**config.mk**
```make
export PLATFORM = sky130hd
export DESIGN_NAME = ddsf_back
export DESIGN_NICKNAME = d
export VERILOG_FILES = /design/src/rtl/ddsf_pkg.sv /design/src/rtl/ddsf_back.sv
export VERILOG_INCLUDE_DIRS = /design/src /design/src/rtl
export SDC_FILE = /design/constraint.sdc
export NUM_CORES = 1
export LEC_CHECK = 0
export ABC_AREA = 0
export BUFFER_PORTS_ARGS = -buffer_cell sky130_fd_sc_hd__buf_4
export CAP_MARGIN = 20
export CORE_MARGIN = 1.5
export CORE_UTILIZATION = 30
export DETAILED_ROUTE_END_ITERATION = 8
export GPL_ROUTABILITY_DRIVEN = 1
export PLACE_DENSITY = 0.5
export REMOVE_ABC_BUFFERS = 1
export SYNTH_ARGS = -nofsm -noshare
export SYNTH_HDL_FRONTEND = slang
export SYNTH_SLANG_ARGS = --single-unit
```
**constraint.sdc**
```tcl
create_clock -name clk_i -period 3.9 [get_ports clk_i]
set_input_delay 1.17 -clock clk_i [delete_from_list [all_inputs] [get_ports clk_i]]
set_output_delay 1.17 -clock clk_i [all_outputs]
set_load 0.05 [all_outputs]
```
**src/rtl/display_dirty_segment_finder_top_defines.svh**
```systemverilog
// Assertion macros used by the dirty segment finder back end.
`ifndef DISPLAY_DIRTY_SEGMENT_FINDER_TOP_DEFINES_SVH
`define DISPLAY_DIRTY_SEGMENT_FINDER_TOP_DEFINES_SVH

// Same-cycle implication, sampled on clk_i, off during reset.
`define DDSF_ASSERT_IMPLY(lbl, ante, cons, msg) \
  lbl: assert property (@(posedge clk_i) disable iff (!rst_ni) (ante) |-> (cons)) \
    else $error(msg);

// Next-cycle implication, sampled on clk_i, off during reset.
`define DDSF_ASSERT_NEXT(lbl, ante, cons, msg) \
  lbl: assert property (@(posedge clk_i) disable iff (!rst_ni) (ante) |=> (cons)) \
    else $error(msg);

`endif

```
**src/rtl/ddsf_pkg.sv**
```systemverilog
// Package: constants and types of the display dirty segment finder.
`default_nettype none

package ddsf_pkg;

  // Frame geometry defaults
  localparam int unsigned PAGES_DEF   = 8;
  localparam int unsigned COLUMNS_DEF = 128;
  localparam int unsigned QUEUE_DEPTH_DEF = 4;

  // Counter widths that cover the full geometry range
  localparam int unsigned PAGE_CNT_W = 4;
  localparam int unsigned COL_CNT_W  = 7;

  // Field widths
  localparam int unsigned BYTE_W      = 8;
  localparam int unsigned GAP_LIMIT_W = 10;
  localparam int unsigned SEG_PAGE_W  = 3;
  localparam int unsigned SEG_COL_W   = 7;
  localparam int unsigned SEG_LEN_W   = 11;
  localparam int unsigned PAGE_CMD_W  = 8;
  localparam int unsigned COL_LO_W    = 4;
  localparam int unsigned COL_HI_W    = 5;
  localparam int unsigned OUT_DATA_W  = 40;

  // Command encodings
  localparam logic [PAGE_CMD_W-1:0] PAGE_CMD_BASE = 8'hB0;
  localparam logic [COL_HI_W-1:0]   COL_HI_BASE   = 5'h10;

  // Configuration register indexes
  localparam int unsigned CFG_IDX_W = 2;
  localparam logic [CFG_IDX_W-1:0] CFG_GAP_LIMIT  = 2'd0;
  localparam logic [CFG_IDX_W-1:0] CFG_FORCE_FULL = 2'd1;

  // Reset values of the registers
  localparam logic [GAP_LIMIT_W-1:0] GAP_LIMIT_RST = 10'd4;

  // One classified item passed from front to back
  typedef struct packed {
    logic                  changed;
    logic                  last;
    logic [PAGE_CNT_W-1:0] page;
    logic [COL_CNT_W-1:0]  col;
  } ddsf_item_t;

  // One finished segment
  typedef struct packed {
    logic [COL_HI_W-1:0]   col_high_cmd;
    logic [COL_LO_W-1:0]   col_low_cmd;
    logic [PAGE_CMD_W-1:0] page_cmd;
    logic [SEG_LEN_W-1:0]  seg_length;
    logic [SEG_COL_W-1:0]  seg_column;
    logic [SEG_PAGE_W-1:0] seg_page;
  } ddsf_seg_t;

endpackage

`default_nettype wire

```
**src/rtl/ddsf_back.sv**
```systemverilog
// Back end: segment tracking, gap merging and result register.
`default_nettype none
`include "display_dirty_segment_finder_top_defines.svh"

module ddsf_back #(
  parameter int unsigned PAGES   = ddsf_pkg::PAGES_DEF,
  parameter int unsigned COLUMNS = ddsf_pkg::COLUMNS_DEF
) (
  input  wire logic                             clk_i,
  input  wire logic                             rst_ni,
  input  wire logic [ddsf_pkg::GAP_LIMIT_W-1:0] gap_limit_i,
  input  wire logic                             item_empty_i,
  output logic                                  item_pop_o,
  input  wire ddsf_pkg::ddsf_item_t             item_i,
  output logic                                  seg_valid_o,
  input  wire logic                             seg_ready_i,
  output ddsf_pkg::ddsf_seg_t                   seg_o
);
  import ddsf_pkg::*;

  localparam int unsigned FRAME = PAGES * COLUMNS;
  localparam int unsigned LEN_W = $clog2(FRAME + 1);
  localparam int unsigned CMP_W = (LEN_W > GAP_LIMIT_W) ? LEN_W : GAP_LIMIT_W;

  logic                  open_q, open_d;
  logic [PAGE_CNT_W-1:0] start_page_q, start_page_d;
  logic [COL_CNT_W-1:0]  start_col_q, start_col_d;
  logic [LEN_W-1:0]      len_q, len_d;
  logic [LEN_W-1:0]      gap_q, gap_d;
  logic                  emit;
  logic                  out_free;
  logic                  out_valid_q, out_valid_d;
  ddsf_seg_t             out_q, out_d;

  assign out_free   = !out_valid_q || seg_ready_i;
  assign item_pop_o = !item_empty_i && out_free;

  // Segment state update for one item
  always_comb begin
    open_d       = open_q;
    start_page_d = start_page_q;
    start_col_d  = start_col_q;
    len_d        = len_q;
    gap_d        = gap_q;
    emit         = 1'b0;
    if (item_pop_o) begin
      if (item_i.changed) begin
        if (!open_q) begin
          open_d       = 1'b1;
          start_page_d = item_i.page;
          start_col_d  = item_i.col;
          len_d        = LEN_W'(1);
        end else begin
          len_d = len_q + gap_q + LEN_W'(1);
        end
        gap_d = '0;
      end else if (open_q) begin
        gap_d = gap_q + LEN_W'(1);
        // gap too long: close the segment here
        if (CMP_W'(gap_d) > CMP_W'(gap_limit_i)) begin
          emit   = 1'b1;
          open_d = 1'b0;
          gap_d  = '0;
        end
      end
      // frame end closes whatever is open
      if (item_i.last) begin
        if (open_d) begin
          emit = 1'b1;
        end
        open_d = 1'b0;
        gap_d  = '0;
      end
    end
  end

  // Result fields
  always_comb begin
    out_d.seg_page     = start_page_d[SEG_PAGE_W-1:0];
    out_d.seg_column   = SEG_COL_W'(start_col_d);
    out_d.seg_length   = SEG_LEN_W'(len_d);
    out_d.page_cmd     = PAGE_CMD_BASE + PAGE_CMD_W'(start_page_d);
    out_d.col_low_cmd  = start_col_d[COL_LO_W-1:0];
    out_d.col_high_cmd = COL_HI_BASE | COL_HI_W'(start_col_d[6:4]);
  end

  assign out_valid_d = emit ? 1'b1 : (seg_ready_i ? 1'b0 : out_valid_q);

  always_ff @(posedge clk_i or negedge rst_ni) begin
    if (!rst_ni) begin
      open_q       <= 1'b0;
      start_page_q <= '0;
      start_col_q  <= '0;
      len_q        <= '0;
      gap_q        <= '0;
      out_valid_q  <= 1'b0;
    end else begin
      open_q       <= open_d;
      start_page_q <= start_page_d;
      start_col_q  <= start_col_d;
      len_q        <= len_d;
      gap_q        <= gap_d;
      out_valid_q  <= out_valid_d;
    end
  end

  always_ff @(posedge clk_i) begin
    if (emit) begin
      out_q <= out_d;
    end
  end

  assign seg_valid_o = out_valid_q;
  assign seg_o       = out_q;

  // Gap counting only runs inside an open segment
  `DDSF_ASSERT_IMPLY(a_gap_needs_open, gap_q != '0, open_q, "gap counted with no open segment")
  // A frame end never leaves a segment open
  `DDSF_ASSERT_NEXT(a_last_closes, item_pop_o && item_i.last, !open_q && gap_q == '0,
                    "segment open after frame end")
  // Every reported segment carries at least one byte
  `DDSF_ASSERT_NEXT(a_len_nonzero, emit, seg_valid_o && len_q != '0,
                    "empty segment reported")

endmodule

`default_nettype wire
```
* Word level (Yosys, flattened, before mapping)
Index checks and enable logic that the tools add are counted.
** Cells by class
- $add $sub $neg :: 4
- $mul :: 0
- Divide/modulo/power cells :: 0
- Magnitude comparators :: 1
- Equality and inequality tests :: 0
- Shift operators :: 0
- Mux-type cells :: 26
- Bitwise logic cells :: 0
- Reductions and logical operators :: 7
** Operators with widths (count)
- 11-bit two-way mux :: 7
- 11-bit by 1-bit adder with 11-bit output (second input constant) :: 2
- 7-bit two-way mux :: 3
- 1-bit two-way mux :: 13
- 4-bit two-way mux :: 3
- 11-bit adder :: 1
- 11-bit by 10-bit > comparator with 1-bit output :: 1
- 8-bit by 4-bit adder with 8-bit output (first input constant) :: 1
- 3-bit nonzero test :: 1
- 1-bit logical NOT :: 2
- 2-bit AND reduction :: 1
- 2-bit nonzero test :: 1
- 1-bit logical AND :: 1
- 1-bit logical OR :: 1
** Storage, ports and cells
- Bits in registers :: 71
- Latch bits :: 0
- RAM bits :: 0
- Bits in read-only memories :: 0
- Bits of input ports :: 27
- Output and inout port bits :: 40
- Word-level logic and storage cells :: 50
- Memories :: 0

* Depth between registers and ports, before layout
- Depth in word-level cells :: 10
- Depth in mapped cells :: 11
- Gate-level depth less buffers :: 11

* Worst setup path after synthesis
No wires, ideal clock.
- Path type :: input to register
- Start :: input port gap_limit_i[5] (netlist bit)
- End :: register out_q (netlist bit seg_o[0]), enable pin
- Library setup time :: 0.350 ns
- Arrival :: 2.892 ns
- Data required time :: 3.550 ns
- Slack :: 0.658 ns
- Cell stages on the path :: 8
- Path buffers :: 0
- Cell sequence :: inv_1 ha_1 a21o_1 a211oi_1 nand3_1 a211oi_2 o21bai_1 and3_1
** Between the ends
- Longest elaborated chain between the ends :: 8
- Elaborated cells on any way between the ends :: 11
- Classes of those cells :: order compare (1); mux (10)
** Ends and longest elaborated chain
- from (decl) :: RTL line ddsf_back.sv:11 : input wire logic [ddsf_pkg::GAP_LIMIT_W-1:0] gap_limit_i,
- 11-bit by 10-bit > comparator with 1-bit output * :: RTL line ddsf_back.sv:60 : if (CMP_W'(gap_d) > CMP_W'(gap_limit_i)) begin
- 1-bit two-way mux :: RTL line ddsf_back.sv:60
- 1-bit two-way mux :: RTL line ddsf_back.sv:57 : end else if (open_q) begin
- 1-bit two-way mux :: RTL line ddsf_back.sv:47 : if (item_i.changed) begin
- 1-bit two-way mux :: RTL line ddsf_back.sv:46 : if (item_pop_o) begin
- 1-bit two-way mux :: RTL line ddsf_back.sv:68 : if (open_d) begin
- 1-bit two-way mux * :: RTL line ddsf_back.sv:67 : if (item_i.last) begin
- 1-bit two-way mux * :: RTL line ddsf_back.sv:46
- named net emit :: RTL line ddsf_back.sv:30 : logic emit;
- to (signal assigned) :: RTL line ddsf_back.sv:109 : out_q <= out_d;
- to (decl) :: RTL line ddsf_back.sv:33 : ddsf_seg_t out_q, out_d;
The timed path passes the listed nets; every way through them passes the cells marked *. The select of a mux whose other input is x is not followed.
A chain may end at the register's enable or synchronous reset.

* Worst setup path after layout
- Start :: register gap_q[0]
- End :: register out_q (netlist bit seg_o[12]), enable pin
** Between the ends
- Longest elaborated chain between the ends :: 9
- Elaborated cells on any way between the ends :: 12
- Classes of those cells :: add/sub (1); order compare (1); mux (10)
** Ends and longest elaborated chain
- from (decl) :: RTL line ddsf_back.sv:29 : logic [LEN_W-1:0] gap_q, gap_d;
- from (signal assigned) :: RTL line ddsf_back.sv:102 : gap_q <= gap_d;
- 11-bit by 1-bit adder with 11-bit output * :: RTL line ddsf_back.sv:58 : gap_d = gap_q + LEN_W'(1);
- 11-bit by 10-bit > comparator with 1-bit output * :: RTL line ddsf_back.sv:60
- 1-bit two-way mux :: RTL line ddsf_back.sv:60
- 1-bit two-way mux :: RTL line ddsf_back.sv:57
- 1-bit two-way mux :: RTL line ddsf_back.sv:47
- 1-bit two-way mux :: RTL line ddsf_back.sv:46
- 1-bit two-way mux :: RTL line ddsf_back.sv:68
- 1-bit two-way mux * :: RTL line ddsf_back.sv:67
- 1-bit two-way mux * :: RTL line ddsf_back.sv:46
- named net emit :: RTL line ddsf_back.sv:30
Marked as above.

==> metrics.md <==
| Metric | Value |
|---|---|
| Synthesis-to-finish area growth | 21.9% |
| Cell Area, Synth | roughly 3100 um^2 |
| CTS sink count | 57 |
| Count of final hold-check violations | 0 |
| Antenna cells | 0 |
| Yosys warns | 0 |
| Total grt overflow | 0 |
| Fraction of layout cells with a size suffix above 1 | between 20% and 30% |
| Synth Flop Type | dfrtp_1 |
| Post-CTS setup buffer count | 0 |
| R2R cell count | 12 |
| Post-synth EDFFs | 22 |
| IO Port Bufs | 60 |
| DRC viols | 0 |
| Worst Hold Class | flip-flop to flip-flop |
| Core area | around 10,000 um^2 |
| Switching Fraction | 31.6% |
| CTS tree | built |
| Vias per cell | 4.66 |
| FFs w/ async S/R, synth | approximately three fifths |
| RSZ-0062 raised after global routing | no |
| Crit path capture | seg_o[12] |
| Crit start category | flip-flop |
| Worst path cell trace | ha_1, nand3_2, nor2_1, and3_1, xor2_1, ha_1, nand3_1, a211oi_1, a211oi_2, o21bai_1, and3_1, buf_4 |
| Synth unique cells | 50 |
| Final worst slack | 0.663 ns |
| Finish-stage setup viols | 0 |
| Crit path buf inv count | 1 |
| Cell depth of the worst setup path | 12 |
| H-tree levels | 3 |
| Drt wl/cell | around 13 um |
| Via count | 2,310 |
| Clk Latency, worst-skew pair | 0.33 ns |
| Die Wd | 105 um |
| Internal Pwr Total | 1080 uW |
| Worst r2r src | gap_q[0] |
| Longest Clk Path Bufs | 2 |
| Avg Inst Size Synth | 10.5 um^2 |
| Initial Util | 30.5% |
| Clock share of power | 29.2% |
| Critical path's slowest cell | dfrtp_1 |
| Clk_skew | about 0.0062 ns |
| DRT iter0 DRCs | 80 |
| CTS Root Buffer Type | clkbuf_8 |
| Cells after synthesis | 298 |
| Vias in the first global route | 2,296 |
| CTS Hold Bufs | 0 |
| DIE AREA | 11,000 um^2 |
| CP endpoint kind | flip-flop |
| FMAX | just over 300 MHz |
| Req. time, crit path | slightly below 4 ns |
| CP top delay family | simple AND/OR/NAND/NOR gates |
| Crit-path max FO | 22 |
| Total GRT Usage | 12.8% |
| Leak | 0.00171 uW |
| Min cycle time layout | 3.24 ns |
| CTS buffer count | 9 |
| Post-CTS Resized | 0 |
| Chip Height | 105 um |
| Initial antenna violation count | 0 |
| P_sw | 498 uW |
| Pre-CTS setup slack | 0.696 ns |
| CP startpoint | gap_q[0] |
| IO Count | 67 |
| Worst path arrival time | about 3.2 ns |
| Worst r2r dst | seg_o[12] |
| Combinational power share | 23.0% |
| Final Wtd Congestion | 0.820 |
| Final period util | around 83% |
| Crit-path max cell delay | 0.43 ns |
| CTS clk-pin slew, worst paths | around 0.070 ns |
| Pwr/cell area | 414 nW/um^2 |
| Slew Limit Fails | 0 |
| Detailed Place HPWL | 4.81 mm |
| DR pass1 iterations | 4 |
| Register area share after synthesis | 49.2% |
| Hold Startpoint | start_page_q[0] |
| Max cap viols | 0 |
| Antenna Nets Post-Route | 0 |
| Post-Route WL | 6.62 mm |
| FF-to-FF setup slack | 0.66 ns |
| First-pass GRT wire length | 11.2 mm |
| Crit Path Class | flip-flop to flip-flop |
| Peak supply drop | 0.000150 V |
| Flop pwr share | 47.7% |
| Status | finished, final reports clean |
| TNS Setup | 0 ns |
| Synthesized flop and latch total | between 50 and 60 |
| # nets final | 404 |
| Std-Cell Rows | 37 |
| Largest net degree at the start of global routing | 36 |
sequential cells by signal, indices dropped and copies added, names as in the netlist:
name / flops
len_q: 11
open_q: 1
seg_o: 22
seg_valid_o: 1
start_page_q: 4
gap_q: 11
start_col_q: 7
how the worst min path moves through the flow:
stage                       to  slack [ns]  cells after the start
2_1_floorplan   start_col_q[0]        0.45                      1
6_report       start_page_q[0]        0.48                      1
5_1_grt         start_col_q[1]        0.49                      1
3_3_place_gp    start_col_q[2]        0.46                      1
3_5_place_dp   start_page_q[0]        0.47                      1
4_1_cts        start_page_q[1]        0.48                      1
cells in the mapped netlist, types with 3 or more instances:
cell type | number | area, um^2
buf_4 | 17 | 128
buf_2 | 3 | 15.0
nand2b_1 | 3 | 18.8
a21oi_1 | 5 | 25.0
o21ai_0 | 10 | 50.1
or3_1 | 3 | 18.8
o31a_1 | 3 | 26.3
mux2_1 | 8 | 90.1
xor2_1 | 7 | 61.3
dfrtp_1 | 35 | 876
and3_1 | 3 | 18.8
ha_1 | 21 | 263
clkbuf_1 | 3 | 11.3
edfxtp_1 | 22 | 661
o31ai_1 | 4 | 30.0
o22ai_1 | 3 | 18.8
o21ai_1 | 12 | 60.1
nand3_1 | 10 | 50.1
mux2_2 | 4 | 45.0
nor3_1 | 6 | 30.0
a211oi_1 | 5 | 37.5
nor4b_1 | 3 | 26.3
xnor2_1 | 6 | 52.6
nor2_1 | 17 | 63.8
nor2b_1 | 4 | 25.0
nor4_1 | 3 | 18.8
nand2_1 | 38 | 143
inv_1 | 13 | 48.8
placed cells by master (no fill, tap or decap), types with 3 or more instances in the layout:
| master | n |
|---|---|
| ha_1 | 21 |
| xnor2_1 | 6 |
| a21oi_1 | 5 |
| o31ai_1 | 4 |
| o31a_1 | 3 |
| or3_1 | 3 |
| and3_1 | 3 |
| nor4_1 | 3 |
| nand2b_1 | 3 |
| o21ai_1 | 12 |
| o22ai_1 | 3 |
| a211oi_1 | 5 |
| nand3_1 | 10 |
| buf_4 | 66 |
| o21ai_0 | 10 |
| nor2b_1 | 4 |
| edfxtp_1 | 22 |
| clkbuf_8 | 9 |
| conb_1 | 6 |
| nor3_1 | 6 |
| clkinv_2 | 4 |
| dfrtp_1 | 35 |
| mux2_2 | 4 |
| xor2_1 | 7 |
| nand2_1 | 38 |
| inv_1 | 13 |
| nor2_1 | 17 |
| mux2_1 | 8 |
| nor4b_1 | 3 |
worst reg2reg max path, stage by stage, from the launching register on:
cell and delay (ns):
dfrtp_1 0.43, ha_1 0.28, nand3_2 0.15, nor2_1 0.27
and3_1 0.21, xor2_1 0.09, ha_1 0.31, nand3_1 0.12
a211oi_1 0.25, a211oi_2 0.13, o21bai_1 0.19, and3_1 0.17
buf_4 0.30
per-stage QoR:
stage          power, uW  utilization [%]  instances  hold slack, ns  cell area, um^2
2_1_floorplan       1010                -        278           0.450             2980
3_3_place_gp        1130             35.6        480           0.459             3650
3_5_place_dp        1130             35.6        480           0.470             3650
4_1_cts             1600             37.2        496           0.485             3810
5_1_grt             1670             37.2        496           0.494             3810
6_report            1580             37.2        496           0.478             3810
power groups by stage:
stage                     sequential, uW  clock, uW  combinational [uW]
after detailed placement             764          0                 366
after CTS                            753        482                 368
final                                752        461                 363
after floorplan                      833          0                 178
after global placement               763          0                 362
after global routing                 761        508                 402
cell type report:
type | count | area [um^2]
Fill cell | 1012 | 6420
Clock inverter | 6 | 35.0
Inverter | 15 | 56.3
Sequential cell | 57 | 1540
Clock buffer | 10 | 128
Timing Repair Buffer | 66 | 495
Tap cell | 136 | 170
Multi-Input combinational cell | 206 | 1390
cell families (layout without fill, tap and decap cells):
| family | count (synthesis) | in the layout | synth area share [%] |
|---|---|---|---|
| buffers and inverters | 39 | 97 | 6.85 |
| other | 2 | 6 | 0.240 |
| DFF | 57 | 57 | 49.2 |
| adders and majority gates | 22 | 22 | 9.05 |
| muxes | 13 | 13 | 4.65 |
| xor gates and xnor gates | 13 | 13 | 3.64 |
| and+or+nand+nor | 96 | 96 | 14.7 |
| AOI/OAI and AO/OA | 56 | 56 | 11.7 |
layer usage:
metal  routed length, um  vias up  share of wire, %  track usage [%]
met4                  41        0              0.62             3.82
met2                2770       81                42             19.0
met5                   0        -                 0                0
li1                    -     1152                 -                -
met1                3380     1072                51             17.9
met3                 418        5               6.3             4.05
(Power assumes the default switching activity.)
