$ cat src/rtl/display_dirty_segment_finder_top_defines.svh
// Assertion macros used by the dirty segment finder back end.
`ifndef DISPLAY_DIRTY_SEGMENT_FINDER_TOP_DEFINES_SVH
`define DISPLAY_DIRTY_SEGMENT_FINDER_TOP_DEFINES_SVH

// Same-cycle implication, sampled on clk_i, off during reset.
`define DDSF_ASSERT_IMPLY(lbl, ante, cons, msg) \
  lbl: assert property (@(posedge clk_i) disable iff (!rst_ni) (ante) |-> (cons)) \
    else $error(msg);

// Next-cycle implication, sampled on clk_i, off during reset.
`define DDSF_ASSERT_NEXT(lbl, ante, cons, msg) \
  lbl: assert property (@(posedge clk_i) disable iff (!rst_ni) (ante) |=> (cons)) \
    else $error(msg);

`endif

$ cat src/rtl/ddsf_pkg.sv
// Package: constants and types of the display dirty segment finder.
`default_nettype none

package ddsf_pkg;

  // Frame geometry defaults
  localparam int unsigned PAGES_DEF   = 8;
  localparam int unsigned COLUMNS_DEF = 128;
  localparam int unsigned QUEUE_DEPTH_DEF = 4;

  // Counter widths that cover the full geometry range
  localparam int unsigned PAGE_CNT_W = 4;
  localparam int unsigned COL_CNT_W  = 7;

  // Field widths
  localparam int unsigned BYTE_W      = 8;
  localparam int unsigned GAP_LIMIT_W = 10;
  localparam int unsigned SEG_PAGE_W  = 3;
  localparam int unsigned SEG_COL_W   = 7;
  localparam int unsigned SEG_LEN_W   = 11;
  localparam int unsigned PAGE_CMD_W  = 8;
  localparam int unsigned COL_LO_W    = 4;
  localparam int unsigned COL_HI_W    = 5;
  localparam int unsigned OUT_DATA_W  = 40;

  // Command encodings
  localparam logic [PAGE_CMD_W-1:0] PAGE_CMD_BASE = 8'hB0;
  localparam logic [COL_HI_W-1:0]   COL_HI_BASE   = 5'h10;

  // Configuration register indexes
  localparam int unsigned CFG_IDX_W = 2;
  localparam logic [CFG_IDX_W-1:0] CFG_GAP_LIMIT  = 2'd0;
  localparam logic [CFG_IDX_W-1:0] CFG_FORCE_FULL = 2'd1;

  // Reset values of the registers
  localparam logic [GAP_LIMIT_W-1:0] GAP_LIMIT_RST = 10'd4;

  // One classified item passed from front to back
  typedef struct packed {
    logic                  changed;
    logic                  last;
    logic [PAGE_CNT_W-1:0] page;
    logic [COL_CNT_W-1:0]  col;
  } ddsf_item_t;

  // One finished segment
  typedef struct packed {
    logic [COL_HI_W-1:0]   col_high_cmd;
    logic [COL_LO_W-1:0]   col_low_cmd;
    logic [PAGE_CMD_W-1:0] page_cmd;
    logic [SEG_LEN_W-1:0]  seg_length;
    logic [SEG_COL_W-1:0]  seg_column;
    logic [SEG_PAGE_W-1:0] seg_page;
  } ddsf_seg_t;

endpackage

`default_nettype wire

$ cat src/rtl/ddsf_queue.sv
// Short queue of classified items between front and back.
`default_nettype none

module ddsf_queue #(
  parameter int unsigned DEPTH = ddsf_pkg::QUEUE_DEPTH_DEF
) (
  input  wire logic                 clk_i,
  input  wire logic                 rst_ni,
  input  wire logic                 push_i,
  input  wire ddsf_pkg::ddsf_item_t item_i,
  output logic                      full_o,
  input  wire logic                 pop_i,
  output ddsf_pkg::ddsf_item_t      item_o,
  output logic                      empty_o
);
  import ddsf_pkg::*;

  localparam int unsigned PTR_W = (DEPTH > 1) ? $clog2(DEPTH) : 1;
  localparam int unsigned CNT_W = $clog2(DEPTH + 1);

  ddsf_item_t       slots_q [DEPTH];
  logic [PTR_W-1:0] wr_ptr_q, wr_ptr_d;
  logic [PTR_W-1:0] rd_ptr_q, rd_ptr_d;
  logic [CNT_W-1:0] count_q, count_d;
  logic             do_push;
  logic             do_pop;

  assign full_o  = (count_q == CNT_W'(DEPTH));
  assign empty_o = (count_q == '0);
  assign do_push = push_i && !full_o;
  assign do_pop  = pop_i && !empty_o;
  assign item_o  = slots_q[rd_ptr_q];

  // Pointer and fill bookkeeping
  always_comb begin
    wr_ptr_d = wr_ptr_q;
    rd_ptr_d = rd_ptr_q;
    count_d  = count_q;
    if (do_push) begin
      wr_ptr_d = (wr_ptr_q == PTR_W'(DEPTH - 1)) ? '0 : wr_ptr_q + PTR_W'(1);
    end
    if (do_pop) begin
      rd_ptr_d = (rd_ptr_q == PTR_W'(DEPTH - 1)) ? '0 : rd_ptr_q + PTR_W'(1);
    end
    case ({do_push, do_pop})
      2'b10:   count_d = count_q + CNT_W'(1);
      2'b01:   count_d = count_q - CNT_W'(1);
      default: count_d = count_q;
    endcase
  end

  always_ff @(posedge clk_i or negedge rst_ni) begin
    if (!rst_ni) begin
      wr_ptr_q <= '0;
      rd_ptr_q <= '0;
      count_q  <= '0;
    end else begin
      wr_ptr_q <= wr_ptr_d;
      rd_ptr_q <= rd_ptr_d;
      count_q  <= count_d;
    end
  end

  always_ff @(posedge clk_i) begin
    if (do_push) begin
      slots_q[wr_ptr_q] <= item_i;
    end
  end

endmodule

`default_nettype wire

$ cat config.mk
export PLATFORM = sky130hd
export DESIGN_NAME = ddsf_queue
export DESIGN_NICKNAME = d
export VERILOG_FILES = /design/src/rtl/display_dirty_segment_finder_top_defines.svh /design/src/rtl/ddsf_pkg.sv /design/src/rtl/ddsf_queue.sv
export SDC_FILE = /design/constraint.sdc
export NUM_CORES = 1
export LEC_CHECK = 0
export BUFFER_PORTS_ARGS = -buffer_cell sky130_fd_sc_hd__buf_2
export CORE_AREA = 3 3 81 83
export CTS_CLUSTER_DIAMETER = 100
export DETAILED_ROUTE_END_ITERATION = 6
export DIE_AREA = 0 0 84 86
export PLACE_DENSITY_LB_ADDON = 0.15
export SYNTH_ARGS = -nofsm -noshare
export SYNTH_HDL_FRONTEND = slang
export SYNTH_SLANG_ARGS = --single-unit
$ cat constraint.sdc
create_clock -name clk_i -period 2.4 [get_ports clk_i]
set_clock_uncertainty 0.05 [all_clocks]
set_input_delay 0.12 -clock clk_i [delete_from_list [all_inputs] [get_ports clk_i]]
set_output_delay 0.12 -clock clk_i [all_outputs]
set_load 0.02 [all_outputs]
Word level (Yosys, flattened, before mapping)
Memory sizes are Yosys's and may differ from the RTL's.
Cells that the tools add are included.
{"block": "classes", "add_sub_neg": 4, "n_div": 0, "order_cmp": 0, "n_mux": 5, "reduce_logical": 6, "mul": 0, "bitwise": 0, "shifts": 0, "n_eq_ne": 5}
{"op": "== test 2 bit (second input constant)", "n": 3}
{"op": "case mux 3 bit (2 select lines)", "n": 1}
{"op": "adder 2 x 1 -> 2 bit (second input constant)", "n": 2}
{"op": "two-way mux 2 bit", "n": 2}
{"op": "adder 3 x 1 -> 3 bit (second input constant)", "n": 1}
{"op": "== test 3 bit (second input constant)", "n": 1}
{"op": "zero test 3 bit", "n": 1}
{"op": "subtractor 3 x 1 -> 3 bit (second input constant)", "n": 1}
{"op": "== test 2 x 1 -> 1 bit (second input constant)", "n": 1}
{"op": "logical AND 1 bit", "n": 2}
{"op": "zero test 1 bit", "n": 2}
{"op": "two-way mux 1 bit", "n": 2}
{"op": "nonzero test 2 bit", "n": 1}
{"block": "word_totals", "wordCells": 24, "mem_bits_ro": 0, "output_inout_bits": 15, "ff_bits": 7, "mem_bits_rw": 52, "inputBits": 17, "latch_bits": 0, "mem_count": 1}
{"memory": "slots_q", "depth": 4, "width": 13, "read_ports": 1, "rd_clocked_by_memory_dff": 0, "write_ports": 1, "line_no": "ddsf_queue.sv:21", "text": "ddsf_item_t slots_q [DEPTH];"}

Longest topological paths before layout
Gate-level depths: netlist of run 1.
{"block": "depth", "ltp_word": 5, "ltp_mapped": 9, "depth_no_buf": 9}

Least setup slack after synthesis of run 1
OpenSTA, ideal clock, no wires.
{"block": "synth_path", "kind": "reg2reg", "from": "register count_q[0]", "to": "register count_q[2]", "t_required_ns": 2.225, "arrival_ns": 2.014, "path_slack_ns": 0.211, "path_buffers": 0, "setup_ns": 0.125, "synth_period_minus_slack_ns": 2.189, "path_stages_with_launch": 10, "path_cell_list": "dfrtp_1 -> nor3_1 -> nand2b_4 -> inv_1 -> ha_1 -> inv_1 -> fa_1 -> xor2_1 -> nor2_1 -> xor2_1"}
{"block": "synth_between", "elab_chain_len": 5, "word_cells_on_any_way": 12, "classes_between": "add/sub (2); eq/ne (3); mux (1); reduce/logical (6)"}
{"element": "start: declaration", "line_no": "ddsf_queue.sv:24", "text": "logic [CNT_W-1:0] count_q, count_d;"}
{"element": "start signal: assignment", "line_no": "ddsf_queue.sv:60", "text": "count_q <= count_d;"}
{"element": "zero test 3 bit *", "line_no": "ddsf_queue.sv:29", "text": "assign empty_o = (count_q == '0);"}
{"element": "net empty_o", "line_no": "ddsf_queue.sv:14", "text": "output logic empty_o"}
{"element": "zero test 1 bit *", "line_no": "ddsf_queue.sv:31", "text": "assign do_pop = pop_i && !empty_o;"}
{"element": "logical AND 1 bit *", "line_no": "ddsf_queue.sv:31"}
{"element": "net do_pop", "line_no": "ddsf_queue.sv:26", "text": "logic do_pop;"}
{"element": "== test 2 x 1 -> 1 bit / == test 2 bit (equally long branches)", "line_no": "ddsf_queue.sv:45", "text": "case ({do_push, do_pop})"}
{"element": "case mux 3 bit (2 select lines) / nonzero test 2 bit (equally long branches)"}
The timed path passes the listed nets; every way through them passes the cells marked *.
A chain may end at the register's enable or synchronous reset.

Final worst setup path of run 1
{"block": "layout_path", "from": "register count_q[0]", "to": "register count_q[2]"}
{"block": "layout_between", "elab_chain_len": 5, "word_cells_on_any_way": 12, "classes_between": "add/sub (2); eq/ne (3); mux (1); reduce/logical (6)"}
{"element": "== test 3 bit / zero test 3 bit (equally long branches)", "line_no": "ddsf_queue.sv:28, ddsf_queue.sv:29"}
{"element": "zero test 1 bit (on tied branches)", "line_no": "ddsf_queue.sv:30, ddsf_queue.sv:31"}
{"element": "logical AND 1 bit (on tied branches)", "line_no": "ddsf_queue.sv:30, ddsf_queue.sv:31"}
{"element": "== test 2 x 1 -> 1 bit / == test 2 bit (equally long branches)", "line_no": "ddsf_queue.sv:45"}
{"element": "case mux 3 bit (2 select lines) / nonzero test 2 bit (equally long branches)"}
Several ways; a longest one is shown, not always the timed one.

==> results of run 1 <==
## area by class of cell
type	count	share of cell area, %
multi-input cells	39	19.4
inverters	7	0.905
flip-flops and latches	59	59.8
well taps	75	3.23
clock inverters	4	0.646
repair buffers	50	11.5
clock buffers	11	4.52
## worst max path at each step
| stage | startpoint | endpoint | slack (ps) | depth (start not counted) |
|---|---|---|---|---|
| after floorplan | count_q[0]$_DFFE_PN0P_ | count_q[2]$_DFFE_PN0P_ | 210 | 9 |
| after global placement | count_q[0]$_DFFE_PN0P_ | count_q[2]$_DFFE_PN0P_ | 500 | 9 |
| after detailed placement | count_q[0]$_DFFE_PN0P_ | count_q[2]$_DFFE_PN0P_ | 300 | 9 |
| after CTS | rd_ptr_q[0]$_DFFE_PN0P_ | item_o[9] | 260 | 3 |
| after global routing | count_q[0]$_DFFE_PN0P_ | count_q[2]$_DFFE_PN0P_ | 90 | 9 |
| final | count_q[0]$_DFFE_PN0P_ | count_q[2]$_DFFE_PN0P_ | 320 | 9 |
## cell families after synthesis
logic type    Yosys count  synth area share, %
simple gates           11                 3.23
fa+ha+maj               7                 4.02
mux                    18                 15.5
flops                  59                 73.5
buf+inv                10                 2.65
xor+xnor                3                 1.11
## worst max-delay path: stages (launching register included)
cell     delay [ps]
dfrtp_1         420
nor3b_2         270
nor2b_2         120
inv_1            70
ha_1            190
inv_1            60
fa_1            380
xor2_1          150
nor2_1          130
xor2_1          160
## registers in the layout, summed over array words and instances, names as in the netlist
register	flops
slots_q	52
count_q	3
rd_ptr_q	2
wr_ptr_q	2
## through the flow
step / hold WS [ps] / worst slack [ps] / utilization, %
final: 110 / 322 / 49.0
after global routing: 103 / 91.4 / 49.0
after CTS: 95.3 / 264 / 49.0
after detailed placement: -85.2 / 304 / 44.1
after global placement: -90.3 / 503 / 44.1
after floorplan: -226 / 211 / -
## routing by layer
metal / wire length (µm) / vias to the layer above / track usage (%)
li1: - / 541 / -
met1: 1610 / 594 / 13.2
met2: 2060 / 26 / 22.2
met3: 174 / 7 / 4.42
met4: 77 / 0 / 6.14
met5: 0 / - / 0
## where the power goes
| group | switching [W] | internal (W) |
|---|---|---|
| clock | 0.000332 | 0.000359 |
| combinational | 0.000608 | 0.000536 |
| sequential | 0.000156 | 0.00138 |
## cells in the final DEF (no fill, tap or decap), types with 5 or more instances in the layout
cell type	n
clkbuf_8	9
mux4_1	5
dlygate4sd3_1	14
edfxtp_1	52
dfrtp_1	7
mux4_2	8
buf_4	5
buf_2	31
ha_1	6
inv_1	7
## timing repair
action	CTS	global route
hold endpoints to repair	59	0
hold buffers	14	0
setup endpoints to repair	0	0
gates resized for setup	0	0
==> impl_metrics.ini, run 1 <==
[detailed_routing]
antenna_left = 0
via_per_inst = 4.77
num_vias = 1168
post_drt_wl_per_cell_um = 16.0
drt_iter0_markers = 49
drc = 0
firstDrtPassIters = 3
wirelength_mm = 3.92

[synthesis]
synth-edff-count = 52
netlist_top_cells_area = edfxtp_1 66%, mux4_2 7.6%, dfrtp_1 7.4%, mux4_1 5.6%, ha_1 3.2%
yosysTopAreaCellShare_pct = 66.1
ys_warn_count = 0
ys_types = 20
synth-seq-cells = 59
synth_area_um2 = 2360
synthesis.nets = 132
yosys-top-cells-count = 52 x edfxtp_1, 8 x mux4_2, 7 x dfrtp_1, 7 x inv_1, 6 x ha_1
synth_cells = 108
synthArstFlopShare_pct = 11.9
yosysMostFrequentCell = edfxtp_1
ys.flop_type = edfxtp_1
synth_top_cell_by_area = edfxtp_1
syn_avg_cell_area_um2 = 21.9
seq_area_frac_synth_pct = 73.5

[cells_and_area]
fin_cells = 245
layout.nets = 190
antennaDiodeCount = 0
multi_input_comb_area_um2 = 564
area_growth_pct = 22.9
fillers = 510
register_area_um2 = 1740
drive_gt1_share_pct = 37.1
stdcell_area_um2 = 2900

[clocking]
h-tree-depth = 3
ctsLongestPathBuffers = 2
clock_latency_ps = 320
postCtsSetupRepairBufs = 0
path_clk_slew_ps = 60
cts_made_buffers = 9
clkSinkCount = 59
cts_root_buf = clkbuf_8
cts_tree = done

[timing]
drv_slew = 0
relSlewSlack_pct = 56.1
finalHoldViolCount = 0
timing.final.crit_period_ps = 2080
tightest_slew_ps = 658
setup_viol = 0
finalSetupTns_ps = 0
fmax_ghz = 0.481
rsz0062_at_grt = no
post-route-period-util_pct = 86.6

[power_and_ir_drop]
p_leak_nw = 1.10
power_w = 0.00337
powerDensity_nw_per_um2 = 1160
vdd_drop_max_v = 0.000637

[job]
max_cap_violations = 0

[floorplanning]
start_util_pct = 39.9
die_x_um = 84
die_area_um2 = 7220
core-area_um2 = 5920
ios = 32
rows = 28
die_h_um = 86

[placed_design]
dp_cells = 216
dp_hpwl_mm = 2.60
portBuffers = 31
gp_congestion = 0.721
place_area_um2 = 2610

[global_routing]
grt_max_degree = 16
grtUsageTotal_pct = 12.5
grt_overflow = 0
grt_pass1_wl_mm = 6.51
grt_antenna_before_repair = 0
grt_pass1_vias = 1341

[critical_path]
worstReg2RegStart = count_q[0]$_DFFE_PN0P_
worstPathArrival_ps = 2270
crit_required_ps = 2600
endpoint_kind = register
r2r_slack_ps = 320
start_kind = register
cp_max_fo = 7
r2r-end = count_q[2]$_DFFE_PN0P_
rr_worst_depth = 9
crit_type = reg -> reg

[outcome]
status = finished clean

[worst_hold_path]
hold_class = in -> async
Note: power is estimated with default switching activity, not from simulation.
==> run 2: changes to the inputs <==
--- a/config.mk
+++ b/config.mk
@@ -6,11 +6,12 @@
 export NUM_CORES = 1
 export LEC_CHECK = 0
 export BUFFER_PORTS_ARGS = -buffer_cell sky130_fd_sc_hd__buf_2
-export CORE_AREA = 3 3 81 83
+export CORE_AREA = 2 2 80 82
 export CTS_CLUSTER_DIAMETER = 100
 export DETAILED_ROUTE_END_ITERATION = 6
-export DIE_AREA = 0 0 84 86
+export DIE_AREA = 0 0 82 84
 export PLACE_DENSITY_LB_ADDON = 0.15
+export SKIP_CTS_REPAIR_TIMING = 1
 export SYNTH_ARGS = -nofsm -noshare
 export SYNTH_HDL_FRONTEND = slang
 export SYNTH_SLANG_ARGS = --single-unit
==> constraint.sdc (replaced) <==
create_clock -name clk_i -period 1.7 [get_ports clk_i]
set_clock_uncertainty 0.05 [all_clocks]
set_input_delay 0.085 -clock clk_i [delete_from_list [all_inputs] [get_ports clk_i]]
set_output_delay 0.085 -clock clk_i [all_outputs]
set_load 0.02 [all_outputs]
==> impl_metrics.ini, run 2 (synthesis gave the netlist of run 1 again) <==
[cells_and_area]
multi_input_comb_area_um2 = 578
register_area_um2 = 1740
layout.nets = 206
area_growth_pct = 36.7
largest_reg_flops = 52
fillers = 508
layout_common_cells = 52 x edfxtp_1, 18 x buf_2, 15 x buf_6
largest_registers = slots_q x52, count_q x3
drive_gt1_share_pct = 49.7
layout_commonest_cell = edfxtp_1
top_register = slots_q
final_util_pct = 53.0
antennaDiodeCount = 0

[floorplanning]
rows = 29
core-area_um2 = 6100
die_x_um = 82
die_area_um2 = 6890
ios = 32
die_h_um = 84
start_util_pct = 38.8

[detailed_routing]
num_vias = 1223
drt_iter0_markers = 52
antenna_left = 0
via_per_inst = 4.63
drc = 0
firstDrtPassIters = 4
wirelength_mm = 4.24
post_drt_wl_per_cell_um = 16.1

[global_routing]
grtUsageTotal_pct = 13.5
grt_antenna_before_repair = 0
grt_max_degree = 17
grt_pass1_wl_mm = 6.48
grt_pass1_vias = 1278
grt_overflow = 0

[timing]
post-route-period-util_pct = 110
relSlewSlack_pct = 86.3
timing.final.crit_period_ps = 1860
tightest_slew_ps = 206
setup_viol = 2
drv_slew = 0
fin_ws_ps = -164
finalHoldViolCount = 0
finalSetupTns_ps = -236
fmax_ghz = 0.536
rsz0062_at_grt = yes

[job]
max_cap_violations = 0

[worst_hold_path]
hold_class = in -> async

[clocking]
cts_tree = done
clock_latency_ps = 330
cts_root_buf = clkbuf_8
ctsLongestPathBuffers = 2
path_clk_slew_ps = 60
clkSinkCount = 59
cts_made_buffers = 9
h-tree-depth = 3

[power_and_ir_drop]
vdd_drop_max_v = 0.000915
powerDensity_nw_per_um2 = 1770
p_leak_nw = 1.22

[critical_path]
crit_type = reg -> reg
crit_required_ps = 1900
start_kind = register
cp_max_fo = 3
endpoint_kind = register
worstPathArrival_ps = 2060

[placed_design]
dp_hpwl_mm = 2.71
gp_congestion = 0.719
portBuffers = 31

[outcome]
status = complete, but fails checks
failed_checks = setup timing
==> run 2: cell count changes in the layout (fill, tap and decap cells not counted), moves of 4 or more <==
cell	previous run	this run
buf_2	31	18
dfrtp_1	7	2
dfrtp_2	0	5
buf_6	0	15
mux4_2	8	13
buf_4	5	14
mux4_1	5	0
buf_12	0	4
==> run 2: metrics by stage <==
step / setup WS (ps) / total power (W) / cells / instance area [µm²] / hold slack (ps)
floorplan: -294 / 0.00338 / 108 / 2380 / -261
global placement: -92.0 / 0.00397 / 226 / 2740 / -128
detailed placement: -225 / 0.00407 / 226 / 2740 / -125
CTS: -249 / 0.00525 / 242 / 2920 / -485
global route: -319 / 0.00606 / 264 / 3230 / 56.1
finish: -164 / 0.00571 / 264 / 3230 / 65.2
==> run 2: cell type report <==
type | instances | share of cell area, %
Clock buffer | 13 | 4.30
Clock inverter | 3 | 1.20
Inverter | 7 | 0.813
Multi-Input combinational cell | 39 | 17.9
Sequential cell | 59 | 54.0
Tap cell | 77 | 2.98
Timing Repair Buffer | 66 | 18.9
==> run 2: final timing paths <==
path	to	from	cells past startpoint	slack, ps
worst max-delay path	count_q[2]$_DFFE_PN0P_	count_q[1]$_DFFE_PN0P_	9	-160
worst min-delay path	count_q[2]$_DFFE_PN0P_	rst_ni	2	70
worst max register to register	count_q[2]$_DFFE_PN0P_	count_q[1]$_DFFE_PN0P_	9	-160
worst min register to register	wr_ptr_q[1]$_DFFE_PN0P_	wr_ptr_q[1]$_DFFE_PN0P_	1	530
max in group asynchronous	rd_ptr_q[1]$_DFFE_PN0P_	rst_ni	2	1360
min in group clk_i	count_q[0]$_DFFE_PN0P_	pop_i	5	190
==> run 2: worst max-delay path, cell delays in order (launching register included) <==
cell and delay (ps):
dfrtp_2 450, nor3b_4 210, nor2b_2 70, inv_1 90
ha_4 140, inv_2 30, fa_2 330, xor2_1 150
nor2_1 120, xor2_1 150
==> run 2: metal layers <==
| layer | track usage (%) | vias up | part of all wire (%) |
|---|---|---|---|
| li1 | - | 574 | - |
| met4 | 9.24 | 0 | 2.3 |
| met1 | 15.5 | 619 | 41 |
| met2 | 21.2 | 21 | 53 |
| met3 | 4.00 | 9 | 3.3 |
| met5 | 0 | - | 0 |
==> run 2: report_power, final <==
group	internal (W)	switching (W)
Combinational	0.00134	0.00106
Sequential	0.00196	0.000196
Clock	0.000672	0.000489
